--- src/rtl/ivs_pkg.sv ---
`timescale 1ns / 1ps
package ivs_pkg;

  // store geometry
  localparam int DEPTH = 64;
  localparam int WIDTH = 32;
  localparam int IDX_W = $clog2(DEPTH);
  localparam int CNT_W = $clog2(DEPTH + 1);
  localparam int GRP = 8;
  localparam int NGRP = DEPTH / GRP;

  // item field widths
  localparam int DATA_W = 32;

  typedef logic [WIDTH-1:0] word_t;
  typedef logic [IDX_W-1:0] idx_t;
  typedef logic [CNT_W-1:0] cnt_t;

  // operation codes
  typedef enum logic [1:0] {
    FN_PUSH     = 2'd0,
    FN_POP_BACK = 2'd1,
    FN_POP_AT   = 2'd2,
    FN_READ_AT  = 2'd3
  } func_t;

  // result status codes
  typedef enum logic [1:0] {
    ST_OK    = 2'd0,
    ST_EMPTY = 2'd1,
    ST_FULL  = 2'd2,
    ST_RANGE = 2'd3
  } status_t;

  // sequencer states
  typedef enum logic [1:0] {
    S_IDLE,
    S_SEL,
    S_UPD
  } ivs_state_t;

  typedef struct packed {
    func_t             func;
    logic [5:0]        index;
    logic [DATA_W-1:0] value;
  } in_item_t;

  typedef struct packed {
    logic [DATA_W-1:0] data_out;
    status_t           status;
    logic [6:0]        count_out;
  } out_item_t;

  // control broadcast to every cell
  typedef struct packed {
    logic  upd;
    func_t func;
    idx_t  idx;
    idx_t  rd_idx;
    cnt_t  cnt;
    word_t value;
  } cell_ctrl_t;

endpackage

--- src/rtl/indexed_vector_store.sv ---
`timescale 1ns / 1ps
// Packed word store of DEPTH cells with an element count. Each item is push
// back, pop back, pop at index or read at index and yields one result item
// with the word, a status and the new count. Cells sit in a row; a pop at
// index moves every later word down one cell at once. An item passes through
// accept, a registered gather of the addressed word across the row, then the
// cell update and the result load, held while the last result is stalled. The
// next item is accepted while the loaded result waits at the output. Cell
// contents are not reset; only positions below the count are ever read.
module indexed_vector_store (
  input  logic               clk,
  input  logic               rst_n,
  input  logic               in_valid,
  output logic               in_stall,
  input  ivs_pkg::in_item_t  in_item,
  output logic               out_valid,
  input  logic               out_stall,
  output ivs_pkg::out_item_t out_item
);
  import ivs_pkg::*;

  ivs_state_t state_r, state_nxt;
  in_item_t   item_r;
  cnt_t       count_r, count_nxt;
  logic       out_valid_r, out_valid_nxt;
  out_item_t  out_item_r, out_item_nxt;

  cell_ctrl_t ctrl;
  word_t      cell_word [DEPTH];
  word_t      sel_word  [DEPTH];
  word_t      gathered;
  idx_t       last_idx;
  cnt_t       idx_c;
  cnt_t       last_cnt;
  status_t    status;
  logic       upd;

  assign last_cnt = count_r - cnt_t'(1);
  assign last_idx = last_cnt[IDX_W-1:0];
  assign idx_c    = cnt_t'(item_r.index);

  // status of the held item against the current count
  always_comb begin
    status = ST_OK;
    case (item_r.func)
      FN_PUSH: begin
        if (count_r >= cnt_t'(DEPTH)) status = ST_FULL;
      end
      FN_POP_BACK: begin
        if (count_r == '0) status = ST_EMPTY;
      end
      FN_POP_AT: begin
        if (count_r == '0) status = ST_EMPTY;
        else if (idx_c >= count_r) status = ST_RANGE;
      end
      default: begin
        if (idx_c >= count_r) status = ST_RANGE;
      end
    endcase
  end

  // sequencer and result load
  always_comb begin
    state_nxt     = state_r;
    count_nxt     = count_r;
    out_valid_nxt = out_valid_r;
    out_item_nxt  = out_item_r;
    upd           = 1'b0;
    if (out_valid_r && !out_stall) out_valid_nxt = 1'b0;
    case (state_r)
      S_IDLE: begin
        if (in_valid) state_nxt = S_SEL;
      end
      S_SEL: begin
        state_nxt = S_UPD;
      end
      S_UPD: begin
        if (!out_valid_r || !out_stall) begin
          upd       = (status == ST_OK);
          state_nxt = S_IDLE;
          if (status == ST_OK) begin
            if (item_r.func == FN_PUSH) count_nxt = count_r + cnt_t'(1);
            else if (item_r.func != FN_READ_AT) count_nxt = last_cnt;
          end
          out_valid_nxt          = 1'b1;
          out_item_nxt.status    = status;
          out_item_nxt.count_out = 7'(count_nxt);
          out_item_nxt.data_out  = (status == ST_OK && item_r.func != FN_PUSH)
                                   ? DATA_W'(gathered) : '0;
        end
      end
      default: begin
        state_nxt = S_IDLE;
      end
    endcase
  end

  always_ff @(posedge clk) begin
    if (!rst_n) begin
      state_r     <= S_IDLE;
      count_r     <= '0;
      out_valid_r <= 1'b0;
    end else begin
      state_r     <= state_nxt;
      count_r     <= count_nxt;
      out_valid_r <= out_valid_nxt;
    end
  end

  // payload registers
  always_ff @(posedge clk) begin
    if (state_r == S_IDLE && in_valid) item_r <= in_item;
    out_item_r <= out_item_nxt;
  end

  // broadcast to the row
  always_comb begin
    ctrl.upd    = upd;
    ctrl.func   = item_r.func;
    ctrl.idx    = item_r.index[IDX_W-1:0];
    ctrl.rd_idx = (item_r.func == FN_POP_BACK) ? last_idx : item_r.index[IDX_W-1:0];
    ctrl.cnt    = count_r;
    ctrl.value  = word_t'(item_r.value);
  end

  // row of cells, each fed by its upper neighbour
  for (genvar i = 0; i < DEPTH; i++) begin : g_cell
    ivs_cell u_cell (
      .clk       (clk),
      .ctrl      (ctrl),
      .pos       (idx_t'(i)),
      .next_word ((i == DEPTH - 1) ? word_t'(0) : cell_word[(i + 1) % DEPTH]),
      .word      (cell_word[i]),
      .sel_word  (sel_word[i])
    );
  end

  ivs_gather u_gather (
    .clk      (clk),
    .load     (state_r == S_SEL),
    .sel_word (sel_word),
    .data     (gathered)
  );

  assign in_stall  = (state_r != S_IDLE);
  assign out_valid = out_valid_r;
  assign out_item  = out_item_r;

`ifndef SYNTHESIS
  // count never passes the capacity
  a_count_cap: assert property (@(posedge clk) disable iff (!rst_n)
    count_r <= cnt_t'(DEPTH))
    else $error("count above capacity");

  // a new result only comes from the update state
  a_out_src: assert property (@(posedge clk) disable iff (!rst_n)
    $rose(out_valid_r) |-> $past(state_r == S_UPD))
    else $error("result loaded outside update");

  // full is reported only with a full store
  a_full_cnt: assert property (@(posedge clk) disable iff (!rst_n)
    (out_valid_r && out_item_r.status == ST_FULL) |-> (out_item_r.count_out == 7'(DEPTH)))
    else $error("full status with room left");

  // an accepted item always goes on to the gather
  a_seq: assert property (@(posedge clk) disable iff (!rst_n)
    (state_r == S_IDLE && in_valid) |=> (state_r == S_SEL))
    else $error("accepted item lost");
`endif

endmodule

--- src/rtl/ivs_cell.sv ---
`timescale 1ns / 1ps
module ivs_cell (
  input  logic               clk,
  input  ivs_pkg::cell_ctrl_t ctrl,
  input  ivs_pkg::idx_t      pos,
  input  ivs_pkg::word_t     next_word,
  output ivs_pkg::word_t     word,
  output ivs_pkg::word_t     sel_word
);
  import ivs_pkg::*;

  word_t word_r;
  word_t word_nxt;
  cnt_t  pos_c;
  cnt_t  last;

  assign pos_c = {1'b0, pos};
  assign last  = ctrl.cnt - cnt_t'(1);

  // next word: append, clear the freed slot, or take the neighbour's word
  always_comb begin
    word_nxt = word_r;
    if (ctrl.upd) begin
      case (ctrl.func)
        FN_PUSH: begin
          if (pos_c == ctrl.cnt) word_nxt = ctrl.value;
        end
        FN_POP_BACK: begin
          if (pos_c == last) word_nxt = '0;
        end
        FN_POP_AT: begin
          if (pos_c == last) begin
            word_nxt = '0;
          end else if (pos >= ctrl.idx && pos_c < last) begin
            word_nxt = next_word;
          end
        end
        default: begin
          word_nxt = word_r;
        end
      endcase
    end
  end

  always_ff @(posedge clk) begin
    word_r <= word_nxt;
  end

  assign word     = word_r;
  assign sel_word = (pos == ctrl.rd_idx) ? word_r : '0;

endmodule

--- src/rtl/ivs_gather.sv ---
`timescale 1ns / 1ps
module ivs_gather (
  input  logic           clk,
  input  logic           load,
  input  ivs_pkg::word_t sel_word [ivs_pkg::DEPTH],
  output ivs_pkg::word_t data
);
  import ivs_pkg::*;

  word_t part_r [NGRP];

  // first level: or each group of cells, registered
  always_ff @(posedge clk) begin
    if (load) begin
      for (int g = 0; g < NGRP; g++) begin
        word_t acc;
        acc = '0;
        for (int k = 0; k < GRP; k++) acc = acc | sel_word[g*GRP + k];
        part_r[g] <= acc;
      end
    end
  end

  // second level: or of the group results
  always_comb begin
    data = '0;
    for (int g = 0; g < NGRP; g++) data = data | part_r[g];
  end

endmodule

--- config.mk ---
export PLATFORM = sky130hd
export DESIGN_NAME = indexed_vector_store
export DESIGN_NICKNAME = d
export VERILOG_FILES = /design/src/rtl/ivs_pkg.sv /design/src/rtl/indexed_vector_store.sv /design/src/rtl/ivs_cell.sv /design/src/rtl/ivs_gather.sv
export SDC_FILE = /design/constraint.sdc
export NUM_CORES = 2
export LEC_CHECK = 0
export ABC_CLOCK_PERIOD_IN_PS = 14300
export BUFFER_PORTS_ARGS = -buffer_cell sky130_fd_sc_hd__buf_2
export CAP_MARGIN = 20
export CORE_AREA = 10 10 424 529
export DETAILED_ROUTE_END_ITERATION = 12
export DIE_AREA = 0 0 434 539
export PLACE_DENSITY = 0.66
export SYNTH_ARGS = -nofsm -noshare
export SYNTH_HDL_FRONTEND = slang
export SYNTH_SLANG_ARGS = --single-unit
export TNS_END_PERCENT = 50
--- constraint.sdc ---
create_clock -name clk -period 14.3 [get_ports clk]
set_clock_uncertainty 0.05 [all_clocks]
set_input_delay 2.86 -clock clk [delete_from_list [all_inputs] [get_ports clk]]
set_output_delay 2.86 -clock clk [all_outputs]
set_load 0.01 [all_outputs]
* Word level (Yosys, flattened, before mapping)
Memory sizes are Yosys's and may differ from the RTL's.
Index checks and enable logic that the tools add are counted.
** Storage, ports and cells
- Memory bits (writable) :: 256
- Bits in registers :: 2139
- Logic and storage cells :: 1205
- Input bits :: 44
- Memories :: 1
- Output and inout port bits :: 43
** Memories
- u_gather.part_r :: words 8, width 32, rd ports 8, clocked after memory_dff 0, write ports 8, line ivs_gather.sv:10 : word_t part_r [NGRP];
** Cells by class
- Bitwise logic cells :: 63
- Reduce and logical (&&, ||, !) cells :: 145
- Eq/ne operators :: 388
- Add/sub/neg operators :: 2
- Muxes and demuxes :: 403
- Magnitude comparators :: 130
** Operator list (number)
- 32-bit two-way mux :: 320
- 32-bit case mux with 3 select lines :: 64
- 32-bit bitwise OR :: 63
- 6-bit by 7-bit equality test with 1-bit output, first input constant :: 64
- 5-bit AND reduction :: 64
- 2-bit by 1-bit != test with 1-bit output, second input constant :: 127
- 5-bit by 7-bit equality test with 1-bit output, first input constant :: 32
- 6-bit by 7-bit < comparator with 1-bit output, first input constant :: 32
- 6-bit equality test, first input constant :: 32
- 6-bit >= comparator, first input constant :: 32
- 3-bit by 1-bit != test with 1-bit output, second input constant :: 64
- 4-bit by 7-bit equality test with 1-bit output, first input constant :: 16
- 5-bit by 7-bit < comparator with 1-bit output, first input constant :: 16
- 5-bit by 6-bit equality test with 1-bit output, first input constant :: 16
- 5-bit by 6-bit >= comparator with 1-bit output, first input constant :: 16
- 1-bit logical AND :: 67
- 3-bit by 7-bit equality test with 1-bit output, first input constant :: 8
- 4-bit by 7-bit < comparator with 1-bit output, first input constant :: 8
- 4-bit by 6-bit equality test with 1-bit output, first input constant :: 8
- 4-bit by 6-bit >= comparator with 1-bit output, first input constant :: 8
- 2-bit by 7-bit equality test with 1-bit output, first input constant :: 4
- 3-bit by 7-bit < comparator with 1-bit output, first input constant :: 4
- 3-bit by 6-bit equality test with 1-bit output, first input constant :: 4
- 3-bit by 6-bit >= comparator with 1-bit output, first input constant :: 4
- 27 further kinds :: 58

* Longest topological paths before layout
- Depth after elaboration :: 11
- Gate-level depth with buffers :: 14
- Depth with buffers taken out :: 8

* Hierarchy
A second synthesis with hierarchy kept.
** Second synthesis, totals
- Cell total of the unflattened synthesis :: 13071
- Area total of the unflattened synthesis :: 150680.8 um^2
** Modules (own cells, without submodules)
- ivs_cell at g_cell[0].u_cell ... :: cells each 185, seq. area each 960.9 um^2, area each 2100.8 um^2, instances 41
- ivs_cell at g_cell[47].u_cell ... :: cells each 178, seq. area each 960.9 um^2, area each 2107.0 um^2, instances 22
- ivs_gather :: cells each 1120, seq. area each 7687.4 um^2, area each 12371.9 um^2, instances 1
- indexed_vector_store :: cells each 269, seq. area each 2632.5 um^2, area each 3706.1 um^2, instances 1
- ivs_cell at g_cell[63].u_cell :: cells each 181, seq. area each 960.9 um^2, area each 2117.0 um^2, instances 1

* Worst setup path after synthesis
OpenSTA, ideal clock, no wires.
- Kind :: register -> register
- Start :: reg state_r[0]
- End :: reg state_r[1]
- Cell stages (with the launch flop) :: 3
- Setup slack :: 1.680 ns
- Arrival :: 12.459 ns
- Buffers on the path :: 0
- Required time :: 14.139 ns
- Path through :: dfxtp_1 > nor2b_1 > o21a_1
** On the way
- Longest elaborated chain between the ends :: 3
- Elaborated cells on any way between the ends :: 7
- Those cells by class :: eq/ne (4); mux (1); reduce/logical (2)
** Ends and longest elaborated chain
- start, declared :: line indexed_vector_store.sv:22 : ivs_state_t state_r, state_nxt;
- start signal, assigned :: line indexed_vector_store.sv:104 : state_r <= state_nxt;
- 2-bit equality test or 2-bit logical NOT (tied branches) :: line indexed_vector_store.sv:70 : case (state_r)
- 2-bit != test (no source line)
- 2-bit AND reduction (no source line)
Parallel ways exist; a longest one is shown, timed or not.
A chain may end at the register's enable or synchronous reset.

==> out/metrics.cfg <==
[place]
place_hpwl_um = 225400
io_buffer_count = 86
globalplace.congestion = 0.9575

[sta]
hold_viol = 0
setup_viol = 0
clock.fmax_mhz = 171.1
worstMarginPinSlew_ns = 1.291
max_slew_margin_pct = 13.13
post-route-min-period_ns = 5.845
slew_viol_final = 0
rsz0062_at_grt = no
period_share_pct = 40.87
setup_tns_ns = 0

[power_and_ir_drop]
p_leak_uw = 0.04885
power_uw = 15920
power_density_nw_per_um2 = 134.9
ir_drop_uv = 132.1

[drt]
vias = 74450
routed_wl_um = 363300
ant_nets = 0
drt-initial-drc-count = 10590
dr.pass1.iters = 6
avgRoutedWirePerCell_um = 34.96
drc_errors = 0
viasPerCell = 7.163

[yosys]
yosysMostFrequentCell = edfxtp_1
synth-seq-area-share_pct = 67.68
synth_area_sq_um = 106100
synthCells = 7627
netlist.area_leader.share_pct = 67.49
synthFlopType = edfxtp_1
synth_seq_cells = 2395
ys_top_cells_by_count = edfxtp_1, a21o_1, a22oi_1
synth_top_cell_by_area = edfxtp_1
ys_top_cells_by_area = edfxtp_1, a21o_1, a22oi_1
syn-num-nets = 7687
synth_edf_count = 2385
yosysWarningCount = 0
synth_area_per_cell_sq_um = 13.91
synthArstFlopShare_pct = 0
ys_types = 89

[setup_path]
crit_path_max_incr_delay_ns = 0.91
cp_data_arrival_time_ns = 6.54
cp_max_fo = 55
path_depth = 12
crit_path_frequent_cell = buf_4
cp.required_ns = 14.99
start_kind = flip-flop
end_kind = flip-flop
path_buf_inv = 5
cp_slowest_cell = buf_4
path_cells = inv_1 -> ha_1 -> buf_4 -> or2_2 -> o32ai_1 -> a31oi_4 -> buf_4 -> nor2_4 -> buf_4 -> buf_4 -> a22oi_1 -> a21oi_1
path_delay_family = buffers and inverters
reg2reg_depth = 12
crit_type = flip-flop to flip-flop

[final_layout]
final_nets = 7464
seq_area_sq_um = 71820
syn_to_final_growth_pct = 11.17
multi_input_area_sq_um = 32780
post-route-util_pct = 55.20
nFillCells = 17320
drive_above_1_share_pct = 11.69

[hold_path]
hp-class = flip-flop to flip-flop
hold_path_depth = 1

[global_route]
grt_max_degree = 131
grt_pass1_wl_um = 523200
antenna_found_initial = 20
grt_pass1_vias = 73120
grt_use_total_pct = 30.17
overflow = 0

[floorplan]
die_y_um = 539
fp.dieW_um = 434
rows = 190
start_util_pct = 49.65
core_area_sq_um = 213700
io_pins = 87
dieArea_sq_um = 233900

[clock_tree]
postCtsSetupRepairBufs = 0
htree_levels = 4
root_buffer = clkbuf_16
clk_path_buf_depth = 3
cts_sinks = 2395
ctsResizeCount = 0
cts_tree = built
clk_pin_slew_ns = 0.07
cts_hold_repair.buffers = 0
worstSkewPairLatency_ns = 0.91
cts_buffers = 230

[outcome]
status = completed

[run]
cap_violations = 0

-- final timing paths --
| path | slack, ns | start | to |
|---|---|---|---|
| worst max-delay path | 8.46 | count_r[1] | u_gather.part_r[1][75] |
| worst min-delay path | 0.47 | g_cell[43].u_cell.word[28] | g_cell[42].u_cell.word[28] |
| worst max register to register | 8.46 | count_r[1] | u_gather.part_r[1][75] |
| worst min register to register | 0.47 | g_cell[43].u_cell.word[28] | g_cell[42].u_cell.word[28] |
-- layout by cell type (no fill, tap or decap), types with 10 or more instances in the layout --
cell and instances:
a31oi_4 28, nand2b_1 13, bufinv_16 15, a22oi_1 630
nand2_1 170, a21oi_4 59, and3_2 12, nand3_1 20
a22o_1 97, a221o_1 10, or2_2 11, o221ai_1 16
nor4_1 67, nor3_1 25, buf_2 92, o22ai_1 46
ha_1 15, clkinv_1 58, a31oi_1 118, clkbuf_16 233
diode_2 11, inv_1 14, clkinv_2 49, dfxtp_1 10
buf_12 21, nor2_4 21, a21oi_1 407, xnor2_1 12
nor2_1 83, nor2b_4 33, nor2_2 11, o21ai_0 94
clkbuf_1 43, a221oi_1 245, a21o_1 2023, buf_4 208
edfxtp_1 2385
-- power breakdown --
part	internal (uW)	total, uW	switching [uW]
Combinational	615	1850	1230
Clock	3270	6010	2740
Sequential	7980	8060	82.6
-- logic make-up (layout without fill, tap and decap cells) --
kind of cell / after synthesis / in the layout / share of synthesized area [%]
other: 0 / 11 / 0
buffers and inverters: 796 / 767 / 3.071
adders and majority gates: 16 / 16 / 0.1887
muxes: 12 / 12 / 0.1156
xor gates and xnor gates: 15 / 15 / 0.1309
AOI/OAI and AO/OA: 3852 / 3852 / 26.26
DFF: 2395 / 2395 / 67.68
and+or+nand+nor: 541 / 541 / 2.555
-- final cells by class --
cell class / instances / share of cell area, %
repair buffers: 324 / 2.123
clock inverters: 148 / 1.069
diodes: 11 / 0.02333
flip-flops and latches: 2395 / 60.88
inverters: 17 / 0.05409
well taps: 2784 / 2.953
multi-input cells: 4436 / 27.79
clock buffers: 278 / 5.103
-- metal layers --
metal	track usage, %	wire length (um)	vias up
met2	48.45	170600	5126
met3	7.166	41710	1171
li1	-	-	30100
met4	15.44	21400	20
met1	38.03	129500	38030
met5	0	141	-
-- sequential cells by signal, summed over array words and instances, names as in the netlist --
| name | flops |
|---|---|
| count_r | 7 |
| state_r | 2 |
| ctrl | 40 |
| u_gather.part_r | 256 |
| out_item | 41 |
| g_cell.u_cell.word | 2048 |
| out_valid | 1 |
-- stage by stage --
| step | hold WS (ns) | std cells | setup slack, ns | area (sq um) |
|---|---|---|---|---|
| 2_1_floorplan | 0.4566 | 7627 | 1.680 | 106100 |
| 3_3_place_gp | 0.4727 | 9935 | 8.377 | 110300 |
| 3_5_place_dp | 0.4825 | 9944 | 8.356 | 110500 |
| 4_1_cts | 0.4790 | 10370 | 8.586 | 117700 |
| 5_1_grt | 0.4895 | 10380 | 8.371 | 117900 |
| 6_report | 0.4743 | 10390 | 8.455 | 118000 |
(Power assumes the default switching activity.)
